[config.mk]
export PLATFORM = sky130hd
export DESIGN_NAME = graph_canonical_relabel
export DESIGN_NICKNAME = d
export VERILOG_FILES = /design/src/design/gcr_pkg.sv /design/src/design/gcr_cfg.sv /design/src/design/graph_canonical_relabel.sv
export SDC_FILE = /design/constraint.sdc
export NUM_CORES = 1
export LEC_CHECK = 0
export ABC_AREA = 1
export BUFFER_PORTS_ARGS = -buffer_cell sky130_fd_sc_hd__buf_2
export CORE_MARGIN = 8
export CORE_UTILIZATION = 60
export CTS_CLUSTER_SIZE = 12
export DETAILED_ROUTE_END_ITERATION = 8
export GPL_ROUTABILITY_DRIVEN = 0
export PLACE_DENSITY = 0.75
export SLEW_MARGIN = 0
export SYNTH_ARGS = -nofsm -noshare
export SYNTH_HDL_FRONTEND = slang
export SYNTH_HIERARCHICAL = 1
export SYNTH_SLANG_ARGS = --single-unit
[constraint.sdc]
create_clock -name clk -period 7.7 [get_ports clk]
set_clock_uncertainty 0.2 [all_clocks]
set_input_delay 1.54 -clock clk [delete_from_list [all_inputs] [get_ports clk]]
set_output_delay 1.54 -clock clk [all_outputs]
set_load 0.01 [all_outputs]
[src/design/gcr_pkg.sv]
`timescale 1ns / 1ps
package gcr_pkg;
  localparam int MaxInt = 8;
  localparam int MaxExt = 8;
  localparam int IdxW = 3;
  localparam int LblW = 4;

  typedef logic [LblW-1:0] lbl_t;
  typedef struct packed {
    lbl_t a;
    lbl_t b;
  } pair_t;

  typedef enum logic [3:0] {
    ST_LOAD, ST_INIT, ST_SCAN_I, ST_SCAN_J, ST_SWAP, ST_REV,
    ST_BUILD, ST_CMP, ST_OUT
  } state_t;

  localparam logic [1:0] REG_EXT  = 2'd0;
  localparam logic [1:0] REG_INT  = 2'd1;
  localparam logic [1:0] REG_SKIP = 2'd2;
endpackage

[src/design/gcr_cfg.sv]
`timescale 1ns / 1ps
module gcr_cfg (
  input  logic        clk,
  input  logic        rst_n,
  input  logic        cfg_psel,
  input  logic        cfg_penable,
  input  logic        cfg_pwrite,
  input  logic [3:0]  cfg_paddr,
  input  logic [31:0] cfg_pwdata,
  output logic [31:0] cfg_prdata,
  output logic        cfg_pready,
  output logic [3:0]  ext_cnt,
  output logic [3:0]  int_cnt,
  output logic        skip
);
  import gcr_pkg::*;
  logic [3:0] ext_r, int_r;
  logic       skip_r;
  logic [1:0] ridx;

  assign ridx = cfg_paddr[3:2];
  assign cfg_pready = 1'b1;

  // register writes
  always_ff @(posedge clk) begin
    if (!rst_n) begin
      ext_r <= 4'd2;
      int_r <= 4'd2;
      skip_r <= 1'b0;
    end else if (cfg_psel && cfg_penable && cfg_pwrite && cfg_paddr[1:0] == 2'b00) begin
      case (ridx)
        REG_EXT:  ext_r <= cfg_pwdata[3:0];
        REG_INT:  int_r <= cfg_pwdata[3:0];
        REG_SKIP: skip_r <= cfg_pwdata[0];
        default: ;
      endcase
    end
  end

  // read mux
  always_comb begin
    cfg_prdata = '0;
    case (ridx)
      REG_EXT:  cfg_prdata = {28'd0, ext_r};
      REG_INT:  cfg_prdata = {28'd0, int_r};
      REG_SKIP: cfg_prdata = {31'd0, skip_r};
      default:  cfg_prdata = '0;
    endcase
  end

  assign ext_cnt = ext_r;
  assign int_cnt = int_r;
  assign skip = skip_r;
endmodule

[src/design/graph_canonical_relabel.sv]
`timescale 1ns / 1ps
// graph canonical relabeling engine
// in channel: one target pair per request, tdata = {sign_negative, second_target,
//   first_target} (zero filled to 16 bits); the sign is read with the first pair.
// after internal_count pairs the block walks all permutations of the internal
//   labels in lexicographic order, one sequencer step per cycle: each permutation
//   costs a next-permutation step (scan, swap and reversal), a relabel pass and a
//   compare pass, all run by the single shared unit.
// out channel: n requests, tdata = {sign_out, second_out, first_out}, tlast marks
//   the final pair. in_tready is low from the last pair until the final result
//   has been taken; a stalled receiver simply holds the block.
// with skip_canonical set the pairs pass through in load order.
// reset (rst_n, synchronous) clears the load count and the sequencer, and
//   restores register defaults external 2, internal 2, skip 0.
// configuration uses an APB-style port with pready always high; write only
//   while the block is idle.
module graph_canonical_relabel (
  input  logic        clk,
  input  logic        rst_n,
  input  logic        in_tvalid,
  output logic        in_tready,
  input  logic [15:0] in_tdata,   // first_target[3:0], second_target[7:4], sign_negative[8]
  output logic        out_tvalid,
  input  logic        out_tready,
  output logic [15:0] out_tdata,  // first_out[3:0], second_out[7:4], sign_out[8]
  output logic        out_tlast,
  input  logic        cfg_psel,
  input  logic        cfg_penable,
  input  logic        cfg_pwrite,
  input  logic [3:0]  cfg_paddr,
  input  logic [31:0] cfg_pwdata,
  output logic [31:0] cfg_prdata,
  output logic        cfg_pready
);
  import gcr_pkg::*;

  logic [3:0] ext_cnt, int_cnt;
  logic       skip;

  gcr_cfg u_cfg (
    .clk, .rst_n, .cfg_psel, .cfg_penable, .cfg_pwrite, .cfg_paddr, .cfg_pwdata,
    .cfg_prdata, .cfg_pready, .ext_cnt, .int_cnt, .skip
  );

  state_t st_r, st_nxt;
  pair_t  loaded_r [MaxInt];
  pair_t  best_r   [MaxInt];
  pair_t  cand_r   [MaxInt];
  lbl_t   perm_r   [MaxInt];
  logic [IdxW:0] load_cnt_r;
  logic   sign_r, par_r, cpar_r;
  logic [3:0] n_r, e_r;
  logic [IdxW-1:0] i_r, j_r, k_r;
  logic [IdxW:0] n_eff;
  logic [3:0] e_eff;
  logic   acc, ofire;
  logic   init_par;

  // effective counts
  always_comb begin
    n_eff = (int_cnt == 4'd0) ? 4'd1 : (int_cnt > 4'(MaxInt) ? 4'(MaxInt) : int_cnt);
    e_eff = (ext_cnt > 4'(MaxExt)) ? 4'(MaxExt) : ext_cnt;
  end

  assign acc   = in_tvalid && in_tready;
  assign ofire = out_tvalid && out_tready;

  // next state
  always_comb begin
    st_nxt = st_r;
    case (st_r)
      ST_LOAD:   if (acc && (load_cnt_r + 4'd1 >= n_eff))
                   st_nxt = skip ? ST_OUT : ST_INIT;
      ST_INIT:   st_nxt = (n_r < 4'd2) ? ST_OUT : ST_SCAN_I;
      ST_SCAN_I: if (i_r == '0) st_nxt = ST_OUT;
                 else if (perm_r[i_r - 1'b1] < perm_r[i_r]) st_nxt = ST_SCAN_J;
      ST_SCAN_J: if (perm_r[j_r] > perm_r[i_r - 1'b1]) st_nxt = ST_SWAP;
      ST_SWAP:   st_nxt = ST_REV;
      ST_REV:    if (!(i_r < j_r)) st_nxt = ST_BUILD;
      ST_BUILD:  if (4'(k_r) + 4'd1 >= n_r) st_nxt = ST_CMP;
      ST_CMP:    if (4'(k_r) + 4'd1 >= n_r || cand_r[k_r] != best_r[k_r])
                   st_nxt = ST_SCAN_I;
      ST_OUT:    if (ofire && 4'(k_r) + 4'd1 >= n_r) st_nxt = ST_LOAD;
      default:   st_nxt = ST_LOAD;
    endcase
  end

  // outputs
  always_comb begin
    in_tready  = (st_r == ST_LOAD);
    out_tvalid = (st_r == ST_OUT);
    out_tlast  = (4'(k_r) + 4'd1 >= n_r);
    out_tdata  = {7'd0, sign_r ^ par_r, best_r[k_r].b, best_r[k_r].a};
  end

  function automatic pair_t sort_p(pair_t p);
    pair_t r;
    r = p;
    if (p.a > p.b) begin
      r.a = p.b;
      r.b = p.a;
    end
    return r;
  endfunction

  function automatic lbl_t rel(lbl_t v, logic [3:0] e, logic [3:0] n, lbl_t pv);
    logic [4:0] tot;
    tot = 5'(e) + 5'(n);
    return (5'(v) < tot && v >= e) ? pv : v;
  endfunction

  // swap parity of the loaded graph
  always_comb begin
    init_par = 1'b0;
    for (int q = 0; q < MaxInt; q++) begin
      if (4'(q) < n_r && loaded_r[q].a > loaded_r[q].b) init_par = ~init_par;
    end
  end

  lbl_t  s_lbl;
  logic [3:0] slot;
  pair_t rp;
  always_comb begin
    s_lbl = perm_r[k_r];
    slot = s_lbl - e_r;
    rp.a = rel(loaded_r[k_r].a, e_r, n_r, perm_r[3'(loaded_r[k_r].a - e_r)]);
    rp.b = rel(loaded_r[k_r].b, e_r, n_r, perm_r[3'(loaded_r[k_r].b - e_r)]);
  end

  // control registers
  always_ff @(posedge clk) begin
    if (!rst_n) begin
      st_r <= ST_LOAD;
      load_cnt_r <= '0;
      k_r <= '0;
    end else begin
      st_r <= st_nxt;
      case (st_r)
        ST_LOAD: if (acc) begin
          if (load_cnt_r + 4'd1 >= n_eff) begin
            load_cnt_r <= '0;
            k_r <= '0;
          end else begin
            load_cnt_r <= load_cnt_r + 4'd1;
          end
        end
        ST_SWAP:  k_r <= '0;
        ST_BUILD: k_r <= (4'(k_r) + 4'd1 >= n_r) ? '0 : k_r + 1'b1;
        ST_CMP:   if (st_nxt != ST_CMP) k_r <= '0; else k_r <= k_r + 1'b1;
        ST_SCAN_I: if (i_r == '0) k_r <= '0;
        ST_OUT:   if (ofire) k_r <= k_r + 1'b1;
        default: ;
      endcase
    end
  end

  // datapath registers
  always_ff @(posedge clk) begin
    case (st_r)
      ST_LOAD: if (acc) begin
        if (load_cnt_r == '0) sign_r <= in_tdata[8];
        loaded_r[load_cnt_r[IdxW-1:0]] <= '{a: in_tdata[3:0], b: in_tdata[7:4]};
        best_r[load_cnt_r[IdxW-1:0]]   <= '{a: in_tdata[3:0], b: in_tdata[7:4]};
        n_r <= n_eff;
        e_r <= e_eff;
        par_r <= 1'b0;
        for (int q = 0; q < MaxInt; q++) perm_r[q] <= 4'(e_eff + 4'(q));
      end
      ST_INIT: begin
        par_r <= init_par;
        for (int q = 0; q < MaxInt; q++) begin
          best_r[q] <= sort_p(loaded_r[q]);
        end
        i_r <= 3'(n_r - 4'd1);
      end
      ST_SCAN_I: begin
        if (i_r == '0) begin
          // last permutation reached
        end else if (perm_r[i_r - 1'b1] < perm_r[i_r]) j_r <= 3'(n_r - 4'd1);
        else i_r <= i_r - 1'b1;
      end
      ST_SCAN_J: if (!(perm_r[j_r] > perm_r[i_r - 1'b1])) j_r <= j_r - 1'b1;
      ST_SWAP: begin
        perm_r[i_r - 1'b1] <= perm_r[j_r];
        perm_r[j_r] <= perm_r[i_r - 1'b1];
        j_r <= 3'(n_r - 4'd1);
        cpar_r <= 1'b0;
      end
      ST_REV: if (i_r < j_r) begin
        perm_r[i_r] <= perm_r[j_r];
        perm_r[j_r] <= perm_r[i_r];
        i_r <= i_r + 1'b1;
        j_r <= j_r - 1'b1;
      end
      ST_BUILD: begin
        cand_r[slot[IdxW-1:0]] <= sort_p(rp);
        if (rp.a > rp.b) cpar_r <= ~cpar_r;
      end
      ST_CMP: begin
        if (cand_r[k_r] != best_r[k_r] || 4'(k_r) + 4'd1 >= n_r) begin
          if (cand_r[k_r] < best_r[k_r]) begin
            best_r <= cand_r;
            par_r <= cpar_r;
          end
          i_r <= 3'(n_r - 4'd1);
        end
      end
      default: ;
    endcase
  end

`ifndef ASSERT_OFF
  a_excl: assert property (@(posedge clk) disable iff (!rst_n) !(in_tready && out_tvalid))
    else $error("input and output active together");
  a_cnt: assert property (@(posedge clk) disable iff (!rst_n) load_cnt_r <= 4'(MaxInt))
    else $error("load count overflow");
  a_done: assert property (@(posedge clk) disable iff (!rst_n)
      ofire && out_tlast |=> in_tready)
    else $error("not ready after last result");
`endif
endmodule

-- Yosys cells after proc, flatten, opt, wreduce, memory -nomap -nowiden
Memories as Yosys holds them, arrays and structs flattened. A register that Yosys moved wholly into a read port is not among the register bits.
Index checks and enable logic that the tools add are counted.
- register bits: 165
- bits in latches: 0
- RAM bits: 96
- bits in read-only memories: 0
- bits of input ports: 59
- output and inout bits: 52
- logic and storage cells: 280
- memories kept: 2
- memory list (memory ; words ; bits a word ; rd ports ; clocked after Yosys merged registers in ; wr ports ; RTL line ; text):
    loaded_r ; 8 ; 8 ; 9 ; 1 ; 1 ; graph_canonical_relabel.sv:46 ; pair_t loaded_r [MaxInt];
    perm_r ; 8 ; 4 ; 6 ; 3 ; 8 ; graph_canonical_relabel.sv:49 ; lbl_t perm_r [MaxInt];
- add/subtract/negate cells: 18
- multipliers: 0
- div/mod/pow operators: 0
- order comparisons: 35
- equality and inequality tests: 24
- shift-type cells: 0
- multiplexer cells: 99
- bitwise logic cells: 13
- reductions and logical operators: 44
- operators with widths (cell ; number):
    64-bit two-way mux ; 3
    64-bit one-hot mux with 3 select lines ; 1
    64-bit bitwise mux ; 2
    8-bit two-way mux ; 16
    4-bit two-way mux ; 20
    3-bit two-way mux ; 23
    8-bit binary-select mux with 3-bit select ; 2
    8-bit demux with 3-bit select ; 2
    4-bit > comparator ; 10
    4-bit one-hot mux with 9 select lines ; 1
    3-bit one-hot mux with 4 select lines ; 2
    1-bit two-way mux ; 23
    1-bit logical AND ; 19
    2-bit inequality test (second input constant) ; 9
    3-bit one-hot mux with 6 select lines ; 1
    4-bit by 3-bit adder with 4-bit output (second input constant) ; 4
    4-bit by 3-bit equality test with 1-bit output (second input constant) ; 4
    4-bit >= comparator ; 4
    3-bit by 4-bit less-than comparator with 1-bit output (first input constant) ; 4
    5-bit AND reduction ; 3
    4-bit >= comparator (second input constant) ; 3
    4-bit logical NOT ; 3
    3-bit NOT with 4-bit output ; 3
    4-bit one-hot mux with 3 select lines ; 1
    other kinds (40) ; 70

-- Logic depth before layout (Yosys ltp)
Gate-level depths: netlist (run 1).
An unclocked memory read counts as a cell.
- depth after elaboration: 19
- depth in mapped cells: 25

-- Cells and area by module
The synthesis (run 1) kept the hierarchy.
- modules (own cells, without submodules) (module ; times used ; cells each ; area each (sq um) ; seq. area each (sq um)):
    graph_canonical_relabel ; 1 ; 2076 ; 17111.4 ; 7637.3
    gcr_cfg ; 1 ; 113 ; 758.2 ; 180.2

-- Worst setup path before layout (run 1)
Ideal clock, no wire load.
- path kind: reg2reg
- start: reg with a tool-made name
- end: reg cand_r[12] (netlist name) (data pin)
- library setup time: 0.284 ns
- arrival: 4.182 ns
- required time: 7.216 ns
- slack: 3.034 ns
- cell stages (with the launch flop): 24
- period minus slack after synthesis: 4.666 ns
- cell sequence: dfxtp_1 > buf_2 > clkbuf_1 > buf_1 > o21ai_0 > nand2_1 > nand2_1 > nand2_1 > fa_1 > inv_1 > clkbuf_1 > a21oi_1 > o21ai_0 > a31oi_1 > nand4_1 > and2_1 > ha_1 > nand2_1 > inv_1 > o21ai_0 > a32oi_1 > clkinv_1 > nand3_1 > nand2_1
- RTL lines (element ; RTL line ; text):
    end signal: indexed assignment ; graph_canonical_relabel.sv:196 ; cand_r[slot[IdxW-1:0]] <= sort_p(rp);
    end: declaration ; graph_canonical_relabel.sv:48 ; pair_t cand_r [MaxInt];

==> results.toml, run 1 <==
[outcome]
status = "finished clean"

[logic_synthesis]
postSynthAreaPerCell_um2 = 8.163
synth.yosys.seq_area_share_pct = 43.75
synth.yosys.warnings = 6
ys_types = 49
synthCells = 2189
ys_ff_latch = 270
synth_area_um2 = 17870

[grt]
antenna_found_initial = 0
grt_util_all_layers_pct = 31.43
first_global_vias = 15140
grt_max_degree = 68
grt_pass1_wl_um = 87110
grt_overflow = 0

[power]
peakVddDrop_v = 0.0003964
power_density_nw_per_um2 = 403.2
leakage_nw = 8.041
total_power_mw = 7.709

[sta]
rsz0062_at_grt = "false"
relSlewSlack_pct = 23.93
post-route-period-util_pct = 84.22
fmax_mhz = 154.2
finalCriticalPeriod_ns = 6.485
hold_viol = 0
worst_pin_slew_ns = 1.140
tns_ns = 0
setup_violations = 0
drv_slew = 0

[finish]
register_area_um2 = 7820
layout.nets = 2337
syn2layout_area_growth_pct = 7.002
antennaDiodeCount = 0
multi_input_area_um2 = 8441
finalNonFillerCells = 2588
drive_above_1_share_pct = 5.960
fillCellCount = 2487

[clocking]
cts_buffers = 30
cts.sinks = 270
clk_latency_ns = 0.58
clockBufferDepth = 3
cts_tree = "built"
htree_levels = 1
root_buffer = "clkbuf_16"
cts_resized = 0
cts.clk_slew.worst_paths_ns = 0.06
post_cts_buffers = 0
cts-hold-fix-buffers = 0

[critical_path]
reg2reg_depth = 22
critPathRequiredTime_ns = 7.74
critPathLaunchType = "register"
cp_slowest_cell = "dfxtp_2"
cpPeakStageDelay_ns = 0.83
setup.worst_path.class = "reg2reg"
arrival_ns = 6.53
cp_max_fo = 50
path_cells = "buf_4 > a21oi_1 > o21ai_0 > nand3_1 > and2_1 > ha_1 > fa_1 > inv_1 > a21oi_1 > o21ai_0 > a21oi_1 > a31oi_1 > nand4_1 > and2_1 > ha_1 > nand2_1 > inv_1 > o21ai_0 > a32oi_1 > clkinv_1 > nand3_1 > nand2_1"
setup.worst_path.end_class = "register"

[worst_hold_path]
whs_path_depth = 0
hold_class = "reg2reg"
worstHoldStart = "u_cfg/int_cnt[3]"

[placed_design]
port-buffer-count = 39
dp.cells = 2535
hpwl_um = 42590

[floorplanning]
rows = 63
core-area_um2 = 29480
pin_count = 111
start_util_pct = 60.61
die_area_um2 = 35560
die_w_um = 188.6
die_h_um = 188.6

[detailed_routing]
drt_iter0_drc = 2170
routedWlPerCell_um = 22.47
drc = 0
wl_um = 58140
vias = 16610
drtPass1Iterations = 9
vias_per_cell = 6.416
antenna_left = 0

[job]
cap_violations = 0
## stage by stage
stage                     util [%]  hold slack, ns  area (µm²)  worst slack, ns
after CTS                    64.86          0.2610       19120            1.347
after global placement       61.51          0.2443       18130            1.519
after detailed placement     61.51          0.2468       18130            1.381
after floorplan                  -          0.2519       17990            3.034
final                        64.86          0.2608       19120            1.215
after global routing         64.86          0.2811       19120           0.5304
## kinds of logic after synthesis
logic type | after synthesis | synth area share [%]
AND/OR/NAND/NOR | 659 | 15.76
multiplexers | 1 | 0.05602
AO/OA/AOI/OAI | 714 | 22.40
other | 3 | 0.06301
adder cells (fa/ha/maj) | 101 | 7.240
XOR/XNOR | 20 | 1.022
buffers and inverters | 421 | 9.712
flip-flops | 270 | 43.75
## registers in the layout (all words and copies together) (netlist names), 3 cells and up, named ones only
signal	count
best_r	64
cand_r	64
e_r	4
i_r	3
j_r	3
k_r	3
load_cnt_r	4
loaded_r	64
n_r	4
perm_r	32
st_r	4
u_cfg/ext_cnt	4
u_cfg/int_cnt	4
## synth_stat cells, drive strengths merged
cell type  count  area (µm²)
clkinv         4       15.01
a41oi          2       17.52
nor3           9       55.05
o211ai        45       337.8
a21oi        245        1226
ha            97        1214
o21a           6       45.04
nor2         164       670.6
xnor2          7       61.31
conb           3       11.26
a211oi         6       45.04
nand3         98       505.5
nor4           3       40.04
nand3b         2       15.01
o221ai        44       385.4
o211a          3       30.03
inv          289        1085
o31ai          4       30.03
and2           6       37.54
a22oi          1       7.510
o21ai        302        1523
or2            1       6.260
edfxtp       241        7237
buf           51       346.6
fa             4       80.08
nand2        347        1305
a32oi          1       8.760
xor2          13       121.4
dfxtp         29       580.6
nand4         29       181.4
a31oi         15       93.84
o22ai         39       244.0
a22o           1       8.760
clkbuf        77       289.0
mux2i          1       10.01
## report_power, final
group / leakage (nW) / switching, mW / internal, mW / total [mW]
clock network: 0.473 / 0.601 / 0.842 / 1.44
registers: 2.43 / 0.196 / 2.36 / 2.55
logic: 5.14 / 2.70 / 1.01 / 3.71
## cell usage in the layout (no fill, tap or decap), drive strengths merged, types with 29 or more instances in the layout
cell    count
edfxtp    241
o22ai      39
a21oi     245
dfxtp      29
conb       36
nand2     347
ha         97
nand4      29
o221ai     44
nand3      98
o21ai     302
o211ai     45
clkbuf     38
buf        51
inv       289
nor2      164
## area by class of cell
cell class,count,share of cell area [%]
well taps,390,2.552
clock inverters,15,0.9227
inverters,293,5.752
flip-flops and latches,270,40.90
multi-input cells,1531,44.14
repair buffers,51,1.492
clock buffers,38,4.240
## critical path: cells and delay by family, from the launching register on
family | cells | cell delay (ns)
adder cells (fa/ha/maj) | 3 | 0.99
flip-flops | 1 | 0.83
AND/OR/NAND/NOR | 7 | 1.34
buffers and inverters | 4 | 1.40
AO/OA/AOI/OAI | 8 | 1.38
## path summary, 6_finish.rpt
path / slack [ns] / endpoint
worst max-delay path: 1.22 / cand_r[58]
worst min-delay path: 0.26 / n_r[3]
worst max register to register: 1.22 / cand_r[58]
worst min register to register: 0.26 / n_r[3]
## metal layers
layer	track usage, %	up-vias	wire, µm
li1	-	7579	-
met1	39.51	7616	20990
met2	51.00	1202	26490
met3	4.991	208	7019
met4	17.98	0	3641
met5	0	-	0
Note: power is estimated with default switching activity, not from simulation.
==> inputs of run 2 (changes only) <==
--- a/config.mk
+++ b/config.mk
@@ -5,7 +5,7 @@
 export SDC_FILE = /design/constraint.sdc
 export NUM_CORES = 1
 export LEC_CHECK = 0
-export ABC_AREA = 1
+export ABC_AREA = 0
 export BUFFER_PORTS_ARGS = -buffer_cell sky130_fd_sc_hd__buf_2
 export CORE_MARGIN = 8
 export CORE_UTILIZATION = 60
==> constraint.sdc (replaced) <==
create_clock -name clk -period 6 [get_ports clk]
set_clock_uncertainty 0.2 [all_clocks]
set_input_delay 1.2 -clock clk [delete_from_list [all_inputs] [get_ports clk]]
set_output_delay 1.2 -clock clk [all_outputs]
set_load 0.01 [all_outputs]
==> run 2 against run 1 <==
  * Total power grew 27%
  * Final area grew 0.33%
  * Die area decreased by 0.64%
  * Non-clock buffer count rose by 24
  * Area after synthesis fell by 0.69%
  * Count of clock-buffer cells in the layout rose by 4
  * Routed wire length is 14% lower
  * Cell count shrank 26%
  * Worst hold slack improved by 0.036 ns
  * Synthesized cell count shrank 33%
  * Critical path type unchanged
  * Largest cell class unchanged
==> results.toml, run 2 <==
[outcome]
status = "finished clean"

[finish]
most-common-layout-cells = "edfxtp_1, nand2_1, mux2i_1"
antennaDiodeCount = 0
final_common_cell = "edfxtp_1"
drive_above_1_share_pct = 18.84
fillCellCount = 2152
layout.nets = 1661
final_core_util_pct = 65.25
syn2layout_area_growth_pct = 8.101

[placed_design]
port-buffer-count = 39
hpwl_um = 37870

[sta]
setup_violations = 0
relSlewSlack_pct = 19.79
finalCriticalPeriod_ns = 5.522
rsz0062_at_grt = "false"
hold_viol = 0
post-route-period-util_pct = 92.04
worst_pin_slew_ns = 1.195
drv_slew = 0
fmax_mhz = 181.1
tns_ns = 0

[logic_synthesis]
yosysMostFrequentCell = "edfxtp_1"
postSynthAreaPerCell_um2 = 12.05
ys_types = 86
synth_area_um2 = 17750
synth_top_area_cell = "edfxtp_1"
synth_ff_type = "edfxtp_1"
synth_edf_count = 241
synth.yosys.seq_area_share_pct = 44.05
ys_ff_latch = 270
synth.yosys.warnings = 6
synthCells = 1473
synth.area.top_cells = "edfxtp_1, mux4_2, mux2i_1"
netlist.area_leader.share_pct = 40.78
yosys-top-cells-count = "edfxtp_1, nand2_1, mux2i_1"
synth_async_sr_flop_share_pct = 0

[critical_path]
cp_max_fo = 15
cpPeakStageDelay_ns = 0.59
setup.worst_path.end_class = "register"
setup.worst_path.class = "reg2reg"
critPathRequiredTime_ns = 6.08
critPathLaunchType = "register"
r2r_slack_ns = 0.48
path_cells = "buf_4 > mux4_2 > mux2i_1 > buf_4 > inv_1 > ha_1 > nand2_1 > nand2_1 > a21oi_1 > nor2b_1 > o21ai_0 > or2_2 > nor3_1 > a211oi_2 > inv_1 > ha_1 > nor2b_1 > o21ai_0 > nand2b_1 > a21oi_1 > a41o_1 > mux2_2"
cp_slowest_cell = "mux4_2"
cp_num_buf_inv = 4
cp_top_family = "compound AO/OA/AOI/OAI gates"
arrival_ns = 5.60

[detailed_routing]
routedWlPerCell_um = 26.18
vias_per_cell = 6.647
wl_um = 50090
antenna_left = 0
vias = 12720
drtPass1Iterations = 8
drt_iter0_drc = 1351
drc = 0

[floorplanning]
core-area_um2 = 29400
start_util_pct = 60.36
die_h_um = 188.0
die_area_um2 = 35330
rows = 63
die_w_um = 188.0
pin_count = 111

[clocking]
cts_buffers = 30
cts_tree = "built"
htree_levels = 1
cts-hold-fix-buffers = 0
post_cts_buffers = 0
root_buffer = "clkbuf_16"
cts.sinks = 270
clk_latency_ns = 0.57
cts.clk_slew.worst_paths_ns = 0.06
clockBufferDepth = 3
cts_resized = 0

[worst_hold_path]
hold_class = "reg2reg"

[power]
switching_share_pct = 40.33
peakVddDrop_v = 0.0003589
p_sw_mw = 3.940
p_comb_share_pct = 47.7
p_seq_share_pct = 33.8
clock_power_share_pct = 18.5
p_int_mw = 5.830
leakage_nw = 7.243
power_density_nw_per_um2 = 509.3

[grt]
grt_util_all_layers_pct = 28.10
grt_overflow = 0
grt_max_degree = 68
first_global_vias = 12660
grt_pass1_wl_um = 76190
antenna_found_initial = 0

[job]
cap_violations = 0
==> run 2: cell types whose count changed after synthesis, moves of 47 or more <==
cell	change
nor2_1	-47
nand3_1	-78
nand2_1	-212
o21ai_0	-267
a21oi_1	-164
inv_1	-195
mux2i_1	+122
mux4_2	+86
==> run 2: path summary, 6_finish.rpt <==
kind | to | from | depth (start not counted)
setup / recovery | cand_r[59] | register | 22
hold / removal | k_r[1] | k_r[1] | 2
setup reg to reg | cand_r[59] | register | 22
hold reg to reg | k_r[1] | k_r[1] | 2
==> run 2: layer usage <==
metal  global-route usage (%)  part of all wire [%]  routed length [µm]
met1                    32.82                    36               17830
met3                    4.309                   7.8                3922
met2                    47.60                    49               24480
met4                    18.70                   7.7                3849
met5                        0                     0                   0
==> run 2: worst min-delay path, cell delays in order, from the launching register on <==
cell and delay (ns):
dfxtp_1 0.31, nand2_1 0.05, a21boi_0 0.08
==> run 2: metrics by stage <==
stage               cell area (µm²)  std cells  hold WS [ns]  setup slack (ns)  total power, mW
finish                        19180       1913        0.2965            0.4777            9.769
CTS                           19180       1912        0.2961            0.5893            9.677
global placement              18210       1858        0.2725            0.7771            7.714
detailed placement            18210       1858        0.2879            0.6419            7.863
global route                  19180       1913        0.3299            0.1073            10.26
floorplan                     17870       1506        0.2516             1.120            6.517
==> run 2: cell type report <==
| cell class | count | area (µm²) | area share [%] |
|---|---|---|---|
| multi-input cells | 1036 | 9117 | 47.53 |
| clock buffers | 42 | 825.8 | 4.305 |
| flip-flops and latches | 270 | 7819 | 40.76 |
| well taps | 390 | 488.0 | 2.544 |
| clock inverters | 12 | 140.1 | 0.7305 |
| inverters | 88 | 330.3 | 1.722 |
| repair buffers | 75 | 462.9 | 2.413 |
==> run 2: cell families (layout without fill, tap and decap cells) <==
logic type / count (synthesis) / after routing / synth area share, %
multiplexers: 253 / 253 / 21.47
AND/OR/NAND/NOR: 369 / 369 / 10.18
other: 3 / 36 / 0.06345
buffers and inverters: 200 / 217 / 5.323
AO/OA/AOI/OAI: 251 / 251 / 10.22
flip-flops: 270 / 270 / 44.05
adder cells (fa/ha/maj): 101 / 101 / 7.290
XOR/XNOR: 26 / 26 / 1.403
==> run 2: power by group through the flow <==
| stage | Combinational, mW | Clock, mW | Sequential [mW] |
|---|---|---|---|
| 3_5_place_dp | 4.53 | 0 | 3.34 |
| 5_1_grt | 5.03 | 1.88 | 3.34 |
| 4_1_cts | 4.57 | 1.81 | 3.30 |
| 2_1_floorplan | 3.40 | 0 | 3.12 |
| 3_3_place_gp | 4.40 | 0 | 3.31 |
| 6_report | 4.66 | 1.80 | 3.31 |
